<file path="src/rtl/hierarchical_bitmap_slot_allocator_defines.svh">
// Assertion macros for the hierarchical bitmap slot allocator.
`ifndef HIERARCHICAL_BITMAP_SLOT_ALLOCATOR_DEFINES_SVH
`define HIERARCHICAL_BITMAP_SLOT_ALLOCATOR_DEFINES_SVH

`ifndef NO_ASSERTIONS

// cond holds in this cycle implies prop in the same cycle
`define HBSA_ASSERT_IMP(lbl, cond, prop) \
  lbl: assert property (@(posedge clk) disable iff (!rst_n) (cond) |-> (prop)) \
    else $error("hbsa: same-cycle check failed");

// cond holds in this cycle implies prop in the next cycle
`define HBSA_ASSERT_NXT(lbl, cond, prop) \
  lbl: assert property (@(posedge clk) disable iff (!rst_n) (cond) |=> (prop)) \
    else $error("hbsa: next-cycle check failed");

// prop holds in the cycle after reset is applied
`define HBSA_ASSERT_RST(lbl, prop) \
  lbl: assert property (@(posedge clk) !rst_n |=> (prop)) \
    else $error("hbsa: reset check failed");

`else

`define HBSA_ASSERT_IMP(lbl, cond, prop)
`define HBSA_ASSERT_NXT(lbl, cond, prop)
`define HBSA_ASSERT_RST(lbl, prop)

`endif

`endif

</file>
<file path="src/rtl/hbsa_pkg.sv">
// Types, codes and helpers shared by the slot allocator modules.
package hbsa_pkg;

  localparam int WORD_BITS = 64;
  localparam int WADDR_W   = 8;
  localparam int BIT_W     = 14;
  localparam int SLOT_W    = 13;
  localparam int IDX_W     = 12;

  localparam logic [1:0] ACT_ALLOC = 2'd0;
  localparam logic [1:0] ACT_FREE  = 2'd1;
  localparam logic [1:0] ACT_CLEAR = 2'd2;

  localparam logic [1:0] ST_OK   = 2'd0;
  localparam logic [1:0] ST_FULL = 2'd1;
  localparam logic [1:0] ST_BAD  = 2'd2;

  // reciprocal of 63 for small dividends, scaled by 2**20
  localparam logic [14:0] RECIP_63   = 15'd16645;
  localparam logic [6:0]  SLOT_ROUND = 7'd61;

  // cumulative sizes of the first tree levels, in bits
  localparam logic [BIT_W-1:0] LVL1_BITS = 14'd64;
  localparam logic [BIT_W-1:0] LVL2_BITS = 14'd4160;

  typedef struct packed {
    logic [1:0]       action;
    logic [IDX_W-1:0] slot_index;
  } in_word_t;

  typedef struct packed {
    logic [IDX_W-1:0] granted_slot;
    logic [1:0]       status;
    logic             all_full;
  } out_word_t;

  typedef struct packed {
    logic [SLOT_W-1:0]    slots;
    logic [BIT_W-1:0]     heap_bits;
    logic [WADDR_W-1:0]   heap_words;
    logic [BIT_W-1:0]     last_level;
    logic [BIT_W-1:0]     base_lo;
    logic [BIT_W-1:0]     base_hi;
    logic [WORD_BITS-1:0] pad_word;
  } geom_t;

  typedef struct packed {
    logic [WADDR_W-1:0]   rd_addr;
    logic                 wr_en;
    logic [WADDR_W-1:0]   wr_addr;
    logic [WORD_BITS-1:0] wr_data;
    logic                 clear;
  } store_req_t;

  function automatic logic [6:0] lowest_clear(input logic [WORD_BITS-1:0] w);
    logic [6:0] r;
    r = 7'd64;
    for (int i = WORD_BITS - 1; i >= 0; i--) begin
      if (!w[i]) r = 7'(i);
    end
    return r;
  endfunction

endpackage

</file>
<file path="src/rtl/hbsa_ctrl.sv">
// Sequencer for descent, leaf update and upward propagation over the store.
module hbsa_ctrl import hbsa_pkg::*; (
  input  logic                 clk,
  input  logic                 rst_n,
  input  logic                 start,
  input  in_word_t             in_word,
  input  logic                 cfg_we,
  input  geom_t                geo,
  input  logic                 geo_busy,
  input  logic [WORD_BITS-1:0] rd_data,
  output store_req_t           req,
  output logic                 busy,
  output logic                 out_strobe,
  output out_word_t            out_word
);

  localparam logic [3:0] S_IDLE  = 4'd0;
  localparam logic [3:0] S_A_RD  = 4'd1;
  localparam logic [3:0] S_A_EV  = 4'd2;
  localparam logic [3:0] S_A_MAP = 4'd3;
  localparam logic [3:0] S_A_CHK = 4'd4;
  localparam logic [3:0] S_F_MAP = 4'd5;
  localparam logic [3:0] S_F_CHK = 4'd6;
  localparam logic [3:0] S_L_RD  = 4'd7;
  localparam logic [3:0] S_L_WR  = 4'd8;
  localparam logic [3:0] S_U_RD  = 4'd9;
  localparam logic [3:0] S_U_WR  = 4'd10;

  logic [3:0]           state_r;
  logic                 set_r;
  logic [WADDR_W-1:0]   w_r;
  logic [WADDR_W-1:0]   node_r;
  logic [BIT_W-1:0]     g_r;
  logic [BIT_W-1:0]     s_r;
  logic [WORD_BITS-1:0] cur_r;
  logic [IDX_W-1:0]     slot_r;
  logic [1:0]           status_r;
  logic                 strobe_r;
  logic                 root_full_r;

  logic                 accept;
  logic                 clr;
  logic [BIT_W-1:0]     hw_ext;
  logic [6:0]           ev_lc;
  logic [BIT_W-1:0]     ev_base;
  logic [BIT_W-1:0]     ev_nxt;
  logic [BIT_W-1:0]     ev_g;
  logic                 ev_down;
  logic                 ev_bad;
  logic [BIT_W-1:0]     map_s;
  logic [BIT_W-1:0]     idx_ext;
  logic [BIT_W-1:0]     fmap_g;
  logic [WORD_BITS-1:0] lw_word;
  logic [WORD_BITS-1:0] lw_mask;
  logic [WORD_BITS-1:0] lw_new;
  logic [WADDR_W-1:0]   nm1;
  logic [WADDR_W-1:0]   up;
  logic [WORD_BITS-1:0] u_mask;
  logic                 u_full;
  logic                 u_pbit;
  logic [WORD_BITS-1:0] u_new;

  assign busy   = (state_r != S_IDLE) || geo_busy;
  assign accept = start && !busy;
  assign clr    = cfg_we || (accept && (in_word.action == ACT_CLEAR));
  assign hw_ext = {6'b0, geo.heap_words};

  // descent step: lowest clear bit of the word just read
  assign ev_lc   = lowest_clear(rd_data);
  assign ev_base = {w_r, 6'b0};
  assign ev_nxt  = ev_base + BIT_W'(1) + BIT_W'(ev_lc);
  assign ev_g    = ev_base + BIT_W'(ev_lc);
  assign ev_down = ((ev_base + BIT_W'(1)) < hw_ext) && (ev_nxt < hw_ext);
  assign ev_bad  = ev_lc[6] || (ev_g >= geo.heap_bits) || ((ev_g + BIT_W'(1)) < hw_ext);

  // heap bit to slot and back
  assign map_s   = (g_r >= geo.base_lo) ? (g_r - geo.base_lo) : (g_r - geo.base_hi);
  assign idx_ext = BIT_W'(slot_r);
  assign fmap_g  = (idx_ext < geo.last_level) ? (geo.base_lo + idx_ext) :
                                                (geo.base_hi + idx_ext);

  assign lw_word = set_r ? cur_r : rd_data;
  assign lw_mask = 64'd1 << g_r[5:0];
  assign lw_new  = set_r ? (lw_word | lw_mask) : (lw_word & ~lw_mask);

  assign nm1    = node_r - WADDR_W'(1);
  assign up     = WADDR_W'(nm1 >> 6);
  assign u_mask = 64'd1 << nm1[5:0];
  assign u_full = &cur_r;
  assign u_pbit = rd_data[nm1[5:0]];
  assign u_new  = u_full ? (rd_data | u_mask) : (rd_data & ~u_mask);

  always_comb begin
    req.rd_addr = w_r;
    req.wr_en   = 1'b0;
    req.wr_addr = node_r;
    req.wr_data = lw_new;
    req.clear   = clr;
    unique case (state_r)
      S_L_RD: req.rd_addr = node_r;
      S_U_RD: req.rd_addr = up;
      S_L_WR: req.wr_en   = 1'b1;
      S_U_WR: begin
        req.wr_en   = (u_full != u_pbit);
        req.wr_addr = up;
        req.wr_data = u_new;
      end
      default: ;
    endcase
  end

  always_ff @(posedge clk) begin
    if (!rst_n) begin
      state_r     <= S_IDLE;
      strobe_r    <= 1'b0;
      root_full_r <= 1'b0;
    end else begin
      strobe_r <= 1'b0;
      if (clr) begin
        root_full_r <= 1'b0;
      end else if (req.wr_en && (req.wr_addr == '0)) begin
        root_full_r <= &req.wr_data;
      end
      unique case (state_r)
        S_IDLE: begin
          if (accept) begin
            set_r    <= (in_word.action == ACT_ALLOC);
            status_r <= ST_OK;
            slot_r   <= '0;
            case (in_word.action)
              ACT_ALLOC: begin
                if (root_full_r) begin
                  status_r <= ST_FULL;
                  strobe_r <= 1'b1;
                end else begin
                  w_r     <= '0;
                  state_r <= S_A_RD;
                end
              end
              ACT_FREE: begin
                slot_r <= in_word.slot_index;
                if ({1'b0, in_word.slot_index} >= geo.slots) begin
                  status_r <= ST_BAD;
                  strobe_r <= 1'b1;
                end else begin
                  state_r <= S_F_MAP;
                end
              end
              default: strobe_r <= 1'b1;
            endcase
          end
        end
        S_A_RD: state_r <= S_A_EV;
        S_A_EV: begin
          if (ev_down) begin
            w_r     <= ev_nxt[WADDR_W-1:0];
            state_r <= S_A_RD;
          end else if (ev_bad) begin
            status_r <= ST_FULL;
            strobe_r <= 1'b1;
            state_r  <= S_IDLE;
          end else begin
            g_r     <= ev_g;
            cur_r   <= rd_data;
            state_r <= S_A_MAP;
          end
        end
        S_A_MAP: begin
          s_r     <= map_s;
          state_r <= S_A_CHK;
        end
        S_A_CHK: begin
          if (s_r >= {1'b0, geo.slots}) begin
            status_r <= ST_FULL;
            strobe_r <= 1'b1;
            state_r  <= S_IDLE;
          end else begin
            slot_r  <= s_r[IDX_W-1:0];
            node_r  <= g_r[13:6];
            state_r <= S_L_WR;
          end
        end
        S_F_MAP: begin
          g_r     <= fmap_g;
          state_r <= S_F_CHK;
        end
        S_F_CHK: begin
          if (g_r[13:6] >= geo.heap_words) begin
            strobe_r <= 1'b1;
            state_r  <= S_IDLE;
          end else begin
            node_r  <= g_r[13:6];
            state_r <= S_L_RD;
          end
        end
        S_L_RD: state_r <= S_L_WR;
        S_L_WR: begin
          cur_r <= lw_new;
          if (node_r == '0) begin
            strobe_r <= 1'b1;
            state_r  <= S_IDLE;
          end else begin
            state_r <= S_U_RD;
          end
        end
        S_U_RD: state_r <= S_U_WR;
        S_U_WR: begin
          if ((u_full == u_pbit) || (up == '0)) begin
            strobe_r <= 1'b1;
            state_r  <= S_IDLE;
          end else begin
            cur_r   <= u_new;
            node_r  <= up;
            state_r <= S_U_RD;
          end
        end
        default: state_r <= S_IDLE;
      endcase
    end
  end

  assign out_strobe            = strobe_r;
  assign out_word.granted_slot = slot_r;
  assign out_word.status       = status_r;
  assign out_word.all_full     = root_full_r;

endmodule
</file>
<file path="config.mk">
export PLATFORM = sky130hd
export DESIGN_NAME = hbsa_ctrl
export DESIGN_NICKNAME = d
export VERILOG_FILES = /design/src/rtl/hierarchical_bitmap_slot_allocator_defines.svh /design/src/rtl/hbsa_pkg.sv /design/src/rtl/hbsa_ctrl.sv
export SDC_FILE = /design/constraint.sdc
export NUM_CORES = 1
export LEC_CHECK = 0
export ABC_AREA = 1
export BUFFER_PORTS_ARGS = -buffer_cell sky130_fd_sc_hd__buf_2
export CAP_MARGIN = 15
export CELL_PAD_IN_SITES_DETAIL_PLACEMENT = 0
export CELL_PAD_IN_SITES_GLOBAL_PLACEMENT = 1
export CORE_MARGIN = 4
export CORE_UTILIZATION = 39
export CTS_CLUSTER_SIZE = 12
export DETAILED_ROUTE_END_ITERATION = 8
export PLACE_DENSITY = 0.88
export SYNTH_ARGS = -nofsm -noshare
export SYNTH_HDL_FRONTEND = slang
export SYNTH_SLANG_ARGS = --single-unit
</file>
<file path="constraint.sdc">
create_clock -name clk -period 9.1 [get_ports clk]
set_input_delay 0.91 -clock clk [delete_from_list [all_inputs] [get_ports clk]]
set_output_delay 0.91 -clock clk [all_outputs]
set_load 0.02 [all_outputs]
</file>
# Yosys cells after proc, flatten, opt, wreduce, memory -nomap -nowiden
# Cells that the tools add are included.
[op_classes] shifts=2 mux=124 n_eq_ne=28 reduce_logical=34 add_sub_neg=9 magnitude_cmp=10 bitwise_logic=7
[ops] operator="$mux 7" count=64
[ops] operator="$mux 64" count=6
[ops] operator="$pmux 64 s3" count=1
[ops] operator="$and 64x64->64" count=2
[ops] operator="$not 64->64" count=2
[ops] operator="$or 64x64->64" count=2
[ops] operator="$reduce_and 64->1" count=2
[ops] operator="$shl 1x6->64 const A" count=2
[ops] operator="$mux 72" count=1
[ops] operator="$mux 14" count=4
[ops] operator="$mux 8" count=7
[ops] operator="$pmux 4 s11" count=1
[ops] operator="$lt 14x8->1" count=3
[ops] operator="$mux 12" count=3
[ops] operator="$pmux 8 s2" count=2
[ops] operator="$add 14x1->14 const B" count=2
[ops] operator="$add 14x12->14" count=2
[ops] operator="$add 14x7->14" count=2
[ops] operator="$ge 14x14->1" count=2
[ops] operator="$pmux 14 s2" count=1
[ops] operator="$sub 14x14->14" count=2
[ops] operator="$logic_not 8->1" count=3
[ops] operator="$mux 4" count=6
[ops] operator="$pmux 12 s2" count=1
[ops] operator="42 further kinds" count=91
[word_totals] regBits=129 inputBits=224 output_inout_bits=99

# Longest topological paths before layout
# Gate-level depths: netlist of run 1.
[depth] depth_word=71 depth_mapped=78

# Least setup slack after synthesis of run 1
# Ideal clock, no wire load.
[synth_timing] path_type="input -> register" from="in rd_data[63]" to="reg cur_r[0] (enable)" t_arrival_ps=7907 setup_ps=487 t_required_ps=8613 stages=78 path_slack_ps=706 path_cell_list="inv_2 -> nand2_1 -> nand2_1 -> nand2_1 -> nand2_1 -> nand2_1 -> nand2_1 -> nand2_1 -> nand2_1 -> nand2_1 -> nand2_1 -> nand2_1 -> nand2_1 -> nand2_1 -> nand2_1 -> nand2_1 -> nand2_1 -> nand2_1 -> (+42 left out) -> nand2_1 -> nand2_2 -> a21oi_2 -> ha_1 -> nand3_1 -> nor3_1 -> nand2_1 -> nor2_1 -> nand4_1 -> xnor2_1 -> inv_1 -> nand4_1 -> nor2_1 -> nand4_1 -> nand2_1 -> nand2_1 -> nand2_2 -> nor2_1"
[synth_via] elab_chain_cells=70
[synth_rtl] element="start, declared" line_no="hbsa_ctrl.sv:10" text="input logic [WORD_BITS-1:0] rd_data,"
[synth_rtl] element="$mux 7 (64 in a row)" line_no="hbsa_pkg.sv:59" text="if (!w[i]) r = 7'(i);"
[synth_rtl] element="$add 14x7->14" line_no="hbsa_ctrl.sv:72" text="assign ev_g = ev_base + BIT_W'(ev_lc);"
[synth_rtl] element="$add 14x1->14 or $ge 14x14->1 (tied branches)" line_no="hbsa_ctrl.sv:74" text="assign ev_bad = ev_lc[6] || (ev_g >= geo.heap_bits) || ((ev_g + BIT_W'(1)) < hw_ext);"
[synth_rtl] element="$lt 14x8->1 or $logic_or 1x1->1 (tied branches)" line_no="hbsa_ctrl.sv:74"
[synth_rtl] element="$logic_or 1x1->1" line_no="hbsa_ctrl.sv:74"
[synth_rtl] element="$ne 2x2->1 (no source line)"
[synth_rtl] element="$reduce_and 5->1 (no source line) (*)"
[synth_rtl] element="end signal, assigned" line_no="hbsa_ctrl.sv:164" text="cur_r <= rd_data;"
[synth_rtl] element="end signal, assigned" line_no="hbsa_ctrl.sv:198" text="cur_r <= lw_new;"
[synth_rtl] element="end signal, assigned" line_no="hbsa_ctrl.sv:212" text="cur_r <= u_new;"
[synth_rtl] element="end, declared" line_no="hbsa_ctrl.sv:35" text="logic [WORD_BITS-1:0] cur_r;"
# Mark *: on every way between the ends. The rest lies on a longest branch, timed or not. The select of a mux whose other input is x is not followed.
# A chain may end at the register's enable or synchronous reset.

# Final worst setup path of run 1
[layout_timing] from="in rd_data[63]" to="reg cur_r[43] (enable)"
# The elaborated chain is that of the path after synthesis.

==> impl_metrics.json, run 1 <==
{
  "status": "completed",
  "synth-adder-area-share_pct": 9.97,
  "use_met2_pct": 49.2,
  "layout.nets": 2847,
  "hold_class": "reg2reg",
  "portBuffers": 258,
  "cts_buffer_depth": 2,
  "cts_buffers": 17,
  "synthArstFlopShare_pct": 0,
  "firstDrtPassIters": 8,
  "maxCapViolCount": 0,
  "cts-root-buf": "clkbuf_16",
  "worstMarginPinSlew_ns": 1.13,
  "crit_path_frequent_cell": "nand2_1",
  "drt_wl_total_mm": 66.2,
  "synth-simple-area-share_pct": 27.7,
  "busiest_layer": "met2",
  "drtAntennaViolNets": 0,
  "required_ns": 9.20,
  "pin_count": 323,
  "seq_area_mm2": 0.00381,
  "grt_pass1_vias": 16600,
  "cts_tree": "done",
  "fillers": 4061,
  "die_h_um": 204,
  "criticalPathCategory": "in2reg",
  "report.final.slew_viol_count": 0,
  "final_util_pct": 45.8,
  "power.density_mw_per_mm2": 154,
  "synthToLayoutAreaGrowth_pct": 15.3,
  "rsz0062_at_grt": "false",
  "p_comb_share_pct": 40.2,
  "start_kind": "input port",
  "multi_input_area_mm2": 0.00970,
  "finalSetupTns_ns": 0,
  "die_area_mm2": 0.0418,
  "endpoint_kind": "register",
  "leakage_nw": 8.04,
  "stdcell_area_mm2": 0.0173,
  "cp_max_fo": 23,
  "total_power_mw": 2.67,
  "place_congestion": 1.00,
  "core_area_mm2": 0.0378,
  "fin_skew_ns": 0.0123,
  "grt-ovfl-total": 0,
  "ys_seq_area_share_pct": 25.4,
  "grt_pass1_wl_mm": 97.5,
  "fp.dieW_um": 204,
  "pwr-share-clk_pct": 28.4,
  "maxSlewHeadroom_pct": 24.0,
  "holdBufCountCts": 0,
  "postPlaceCellArea_mm2": 0.0167,
  "synth.avg_cell_area_um2": 6.49,
  "synthFlopType": "edfxtp_1",
  "max_freq_mhz": 136,
  "clock_sinks": 129,
  "grt_max_degree": 88,
  "setup_viol": 0,
  "peakVddDrop_mv": 0.140,
  "power_switching_mw": 1.12,
  "synth_compound_area_share_pct": 24.0,
  "via_per_inst": 5.82,
  "num_rows": 71,
  "critPathMaxStageDelay_ns": 0.51,
  "ys_ff_latch": 129,
  "dr_total_vias": 17700,
  "share_seq_of_total_power_pct": 31.3,
  "drc": 0,
  "switching_share_pct": 41.9,
  "drt_iter0_drc": 1944,
  "syn_area_mm2": 0.0150,
  "hold_viol": 0,
  "synth.area.mux_share_pct": 0.208,
  "intPower_mw": 1.55,
  "fin_crit_ns": 7.37,
  "critical_path_arrival_ns": 7.47,
  "antenna_found_initial": 4,
  "grtUsageTotal_pct": 30.2,
  "synth_cells": 2318,
  "dp_hpwl_mm": 50.9,
  "cp_slowest_cell": "nor2_4",
  "gr-usage-met1_pct": 38.4,
  "cts.clk_slew.worst_paths_ns": 0.07,
  "cts-htree-levels": 4,
  "cts_resized": 0,
  "ys.warnings.count": 0,
  "clk_latency_ns": 0.45,
  "synth_top_family_by_area": "simple AND/OR/NAND/NOR gates",
  "syn_nets": 2660,
  "wl_per_cell_um": 21.8,
  "synth_edf_count": 123,
  "postCtsSetupBuffers": 0,
  "drive_gt1_share_pct": 13.8,
  "use_met3_pct": 5.19,
  "synthXorXnorAreaFrac_pct": 2.27,
  "start_util_pct": 39.7,
  "synth_cell_types": 56,
  "fin_crit_sh_pct": 81.0
}
-- cell usage after synthesis, drive strengths merged (12+ instances only) --
cell type | count | area, um^2
nor2 | 311 | 1170
nand4 | 65 | 413
nand3 | 66 | 335
buf | 23 | 125
clkbuf | 91 | 342
edfxtp | 123 | 3690
o31a | 12 | 105
nand2 | 468 | 1770
a21oi | 160 | 808
inv | 288 | 1080
o31ai | 26 | 195
nor3 | 52 | 260
ha | 115 | 1440
o221ai | 27 | 236
o211ai | 34 | 255
xor2 | 31 | 272
o21ai | 300 | 1500
nor4 | 17 | 106
-- worst max-delay path, delay by kind of cell --
| kind | cells | cell delay [ns] |
|---|---|---|
| XOR/XNOR | 1 | 0.20 |
| adder cells (fa/ha/maj) | 1 | 0.22 |
| AO/OA/AOI/OAI | 1 | 0.22 |
| buffers and inverters | 4 | 0.70 |
| AND/OR/NAND/NOR | 73 | 5.19 |
-- flip-flops by register name, indices dropped and copies added (netlist names) --
| register | flops |
|---|---|
| set_r | 1 |
| slot_r | 12 |
| g_r | 14 |
| cur_r | 64 |
| node_r | 8 |
| status_r | 2 |
| out_strobe | 1 |
| s_r | 14 |
| w_r | 8 |
| root_full_r | 1 |
| state_r | 4 |
-- power groups by stage --
stage	sequential (mW)	combinational (mW)	clock [mW]
floorplan	0.845	0.676	0
global placement	0.848	1.03	0
detailed placement	0.848	1.05	0
CTS	0.837	1.06	0.754
global route	0.843	1.18	0.777
finish	0.837	1.07	0.759
-- placed cells by master, fill, tap and decap left out, types with 23 or more instances in the layout --
cell and count:
nand2_1 463, edfxtp_1 123, ha_1 115, buf_2 258, nand4_1 64, a21oi_1 158, o21ai_0 299, nand3_1 65
nor3_1 51, o221ai_1 27, nor2_1 307, inv_1 285, o211ai_1 34, xor2_1 30, buf_4 23, o31ai_1 26
-- kinds of logic (layout without fill, tap and decap cells) --
| family | count (synthesis) | after routing |
|---|---|---|
| multiplexers | 3 | 3 |
| buffers and inverters | 408 | 608 |
| AO/OA/AOI/OAI | 626 | 626 |
| other | 0 | 3 |
| AND/OR/NAND/NOR | 995 | 995 |
| flip-flops | 129 | 129 |
| XOR/XNOR | 39 | 39 |
| adder cells (fa/ha/maj) | 118 | 118 |
-- path summary, 6_finish.rpt --
check / from / to / slack [ns] / depth (start not counted)
min: root_full_r / root_full_r / 0.52 / 2
min reg2reg: root_full_r / root_full_r / 0.52 / 2
max: rd_data[63] / cur_r[43] / 1.73 / 80
max reg2reg: node_r[0] / root_full_r / 3.31 / 16
-- layer usage --
metal	share of wire (%)	routed length (um)	up-vias
met5	0.044	29	-
met4	6.0	3960	4
met3	9.6	6370	189
met2	46	30200	1032
met1	39	25700	8093
li1	-	-	8334
-- final cells by class --
class / instances / share of cell area, %
clock buffers: 20 / 2.58
flip-flops and latches: 129 / 22.0
inverters: 294 / 6.36
diodes: 3 / 0.0433
multi-input cells: 1781 / 55.9
well taps: 511 / 3.69
repair buffers: 282 / 8.48
clock inverters: 12 / 0.909
-- per-stage QoR --
stage / hold slack (ns) / std cells / worst slack [ns]
after global placement: 0.509 / 2996 / 1.40
after floorplan: 0.479 / 2318 / 0.706
after CTS: 0.526 / 3028 / 1.79
final: 0.522 / 3032 / 1.73
after detailed placement: 0.516 / 2996 / 1.35
after global routing: 0.562 / 3030 / 0.890
No activity file was read; power rests on OpenSTA's default activity.
==> run 2: changes to the inputs <==
--- a/config.mk
+++ b/config.mk
@@ -5,16 +5,16 @@
 export SDC_FILE = /design/constraint.sdc
 export NUM_CORES = 1
 export LEC_CHECK = 0
-export ABC_AREA = 1
+export ABC_AREA = 0
 export BUFFER_PORTS_ARGS = -buffer_cell sky130_fd_sc_hd__buf_2
 export CAP_MARGIN = 15
 export CELL_PAD_IN_SITES_DETAIL_PLACEMENT = 0
 export CELL_PAD_IN_SITES_GLOBAL_PLACEMENT = 1
 export CORE_MARGIN = 4
-export CORE_UTILIZATION = 39
+export CORE_UTILIZATION = 42
 export CTS_CLUSTER_SIZE = 12
 export DETAILED_ROUTE_END_ITERATION = 8
-export PLACE_DENSITY = 0.88
+export PLACE_DENSITY = 0.89
 export SYNTH_ARGS = -nofsm -noshare
 export SYNTH_HDL_FRONTEND = slang
 export SYNTH_SLANG_ARGS = --single-unit
==> constraint.sdc (replaced) <==
create_clock -name clk -period 7.4 [get_ports clk]
set_input_delay 0.74 -clock clk [delete_from_list [all_inputs] [get_ports clk]]
set_output_delay 0.74 -clock clk [all_outputs]
set_load 0.02 [all_outputs]
==> impl_metrics.json, run 2 <==
{
  "grtUsageTotal_pct": 32.5,
  "dp.cells": 2722,
  "dr_total_vias": 18100,
  "synth_cells": 2069,
  "drtAntennaViolNets": 0,
  "synthArstFlopShare_pct": 0,
  "clock_sinks": 129,
  "crit_start": "rd_data[62]",
  "synth_edf_count": 123,
  "die_area_mm2": 0.0410,
  "maxSlewHeadroom_pct": 23.5,
  "worstMarginPinSlew_ns": 1.15,
  "grt_pass1_wl_mm": 104,
  "syn_area_mm2": 0.0159,
  "ys_ff_latch": 129,
  "holdBufCountCts": 0,
  "grt_max_degree": 65,
  "fin_crit_ns": 6.20,
  "report.final.slew_viol_count": 0,
  "layout_commonest_cell": "o21ai_0",
  "grt_pass1_vias": 17100,
  "rsz0062_at_grt": "false",
  "fin_skew_ns": 0.0121,
  "fin_crit_sh_pct": 83.8,
  "cts.clk_slew.worst_paths_ns": 0.07,
  "die_h_um": 202,
  "fillers": 3677,
  "share_seq_of_total_power_pct": 35.7,
  "p_comb_share_pct": 27.5,
  "drive_gt1_share_pct": 17.4,
  "start_kind": "input port",
  "max_freq_mhz": 161,
  "setup_viol": 0,
  "cts_resized": 0,
  "synth_commonest_cells": "o21ai_0, nor2_1, nand2_1",
  "hp-start": "s_r[3]",
  "status": "completed",
  "pwr-share-clk_pct": 36.8,
  "yosys-top-cells-area": "edfxtp_1, ha_1, o21ai_0",
  "dp_hpwl_mm": 52.6,
  "pin_count": 323,
  "via_per_inst": 6.57,
  "synth_cell_types": 87,
  "portBuffers": 258,
  "reg2reg_setup_slack_ns": 1.96,
  "synth.avg_cell_area_um2": 7.68,
  "cts_buffers": 17,
  "final_cells": 2756,
  "switching_share_pct": 35.0,
  "cts_tree": "done",
  "r2r_start": "slot_r[1]",
  "synthToLayoutAreaGrowth_pct": 14.2,
  "drt_iter0_drc": 2477,
  "ys_seq_area_share_pct": 24.0,
  "num_rows": 70,
  "intPower_mw": 1.55,
  "leakage_nw": 7.17,
  "layout_common_cells": "o21ai_0, buf_2, nor2_1",
  "required_ns": 7.55,
  "endpoint_kind": "register",
  "total_power_mw": 2.39,
  "clk_latency_ns": 0.46,
  "regMostFlops": "cur_r",
  "hold_class": "reg2reg",
  "maxCapViolCount": 0,
  "postCtsSetupBuffers": 0,
  "cp_max_fo": 64,
  "finalSetupTns_ns": 0,
  "start_util_pct": 43.0,
  "peakVddDrop_mv": 0.179,
  "place_congestion": 1.01,
  "core_area_mm2": 0.0370,
  "reg_top3": "cur_r: 64 flops, g_r: 14 flops, s_r: 14 flops",
  "drc": 0,
  "synth_top_area_cell": "edfxtp_1",
  "largest_register_ffs": 64,
  "cts-htree-levels": 4,
  "drt_wl_total_mm": 69.8,
  "fp.dieW_um": 202,
  "wl_per_cell_um": 25.3,
  "yosysTopAreaCellShare_pct": 23.3,
  "cts_buffer_depth": 2,
  "criticalPathCategory": "in2reg",
  "power_switching_mw": 0.835,
  "synthFlopType": "edfxtp_1",
  "antenna_found_initial": 5,
  "layout.nets": 2580,
  "cts-root-buf": "clkbuf_16",
  "syn_nets": 2411,
  "grt-ovfl-total": 0,
  "ys.warnings.count": 0,
  "synth_most_common_cell": "o21ai_0",
  "hold_viol": 0,
  "critical_path_arrival_ns": 6.35,
  "power.density_mw_per_mm2": 132,
  "firstDrtPassIters": 7
}
-- run 2: changes by cell type after synthesis, sizes merged, moves of 28 or more --
cell    previous run  this run
nand2            468       172
inv              288       127
nor2             311       197
mux2i              2        80
a21oi            160       107
clkbuf            91       121
nand2b             0        29
and2               0        28
o22ai             10        38
-- run 2: stage by stage --
stage	instance area (um^2)	hold slack [ns]	worst slack, ns	util [%]
global placement	17500	0.554	1.07	47.5
global route	18100	0.597	0.993	49.1
detailed placement	17500	0.563	0.981	47.5
finish	18100	0.581	1.20	49.1
CTS	18100	0.573	1.43	49.1
floorplan	15900	0.522	0.999	-
-- run 2: worst paths after layout --
check / end / cells past startpoint
setup / recovery: cur_r[27] / 23
hold / removal: slot_r[3] / 2
setup reg to reg: g_r[12] / 21
hold reg to reg: slot_r[3] / 2
-- run 2: area by class of cell --
cell class | instances | area, um^2 | area share [%]
inverter | 128 | 480 | 2.65
clock inverter | 14 | 145 | 0.800
sequential | 129 | 3810 | 21.0
antenna | 1 | 2.50 | 0.0138
multi-input combinational | 1672 | 11100 | 61.1
tap | 504 | 631 | 3.47
clock buffer | 18 | 439 | 2.42
timing repair buffer | 290 | 1550 | 8.53
-- run 2: cells by family (layout without fill, tap and decap cells) --
kind of cell | count (synthesis) | after routing | synth area share (%)
xor+xnor | 54 | 54 | 3.02
compound gates | 687 | 687 | 26.6
flops | 129 | 129 | 24.0
buf+inv | 268 | 450 | 6.53
fa+ha+maj | 118 | 118 | 9.44
simple gates | 703 | 703 | 21.7
other cells | 0 | 1 | 0
mux | 110 | 110 | 8.66
-- run 2: power groups by stage --
| stage | clock network, mW | logic (mW) | registers [mW] |
|---|---|---|---|
| 3_5_place_dp | 0 | 0.641 | 0.866 |
| 6_report | 0.879 | 0.658 | 0.852 |
| 5_1_grt | 0.908 | 0.714 | 0.853 |
| 3_3_place_gp | 0 | 0.628 | 0.866 |
| 4_1_cts | 0.882 | 0.646 | 0.851 |
| 2_1_floorplan | 0 | 0.413 | 0.857 |
-- run 2: layer usage --
layer	wire, um	GRT usage [%]	vias up
met5	48	0	-
met4	4250	17.0	8
met3	8050	7.54	279
met2	30900	51.4	1276
met1	26500	41.6	8473
li1	-	-	8067
-- run 2: worst max-delay path, cell delays in order --
cell and delay [ns]:
buf_2 0.15, nor2b_1 0.14, o221ai_1 0.18, a31oi_1 0.15
o311ai_0 0.85, a21oi_1 0.51, o21ai_0 0.28, buf_4 0.19
inv_1 0.06, ha_1 0.22, inv_1 0.14, xnor2_1 0.17
ha_1 0.29, a21o_1 0.16, a211oi_1 0.22, nor2_1 0.11
nor3_1 0.20, a221oi_1 0.13, o21ai_0 0.23, a31oi_1 0.15
o21ai_0 0.62, a21oi_4 0.13, buf_12 0.25
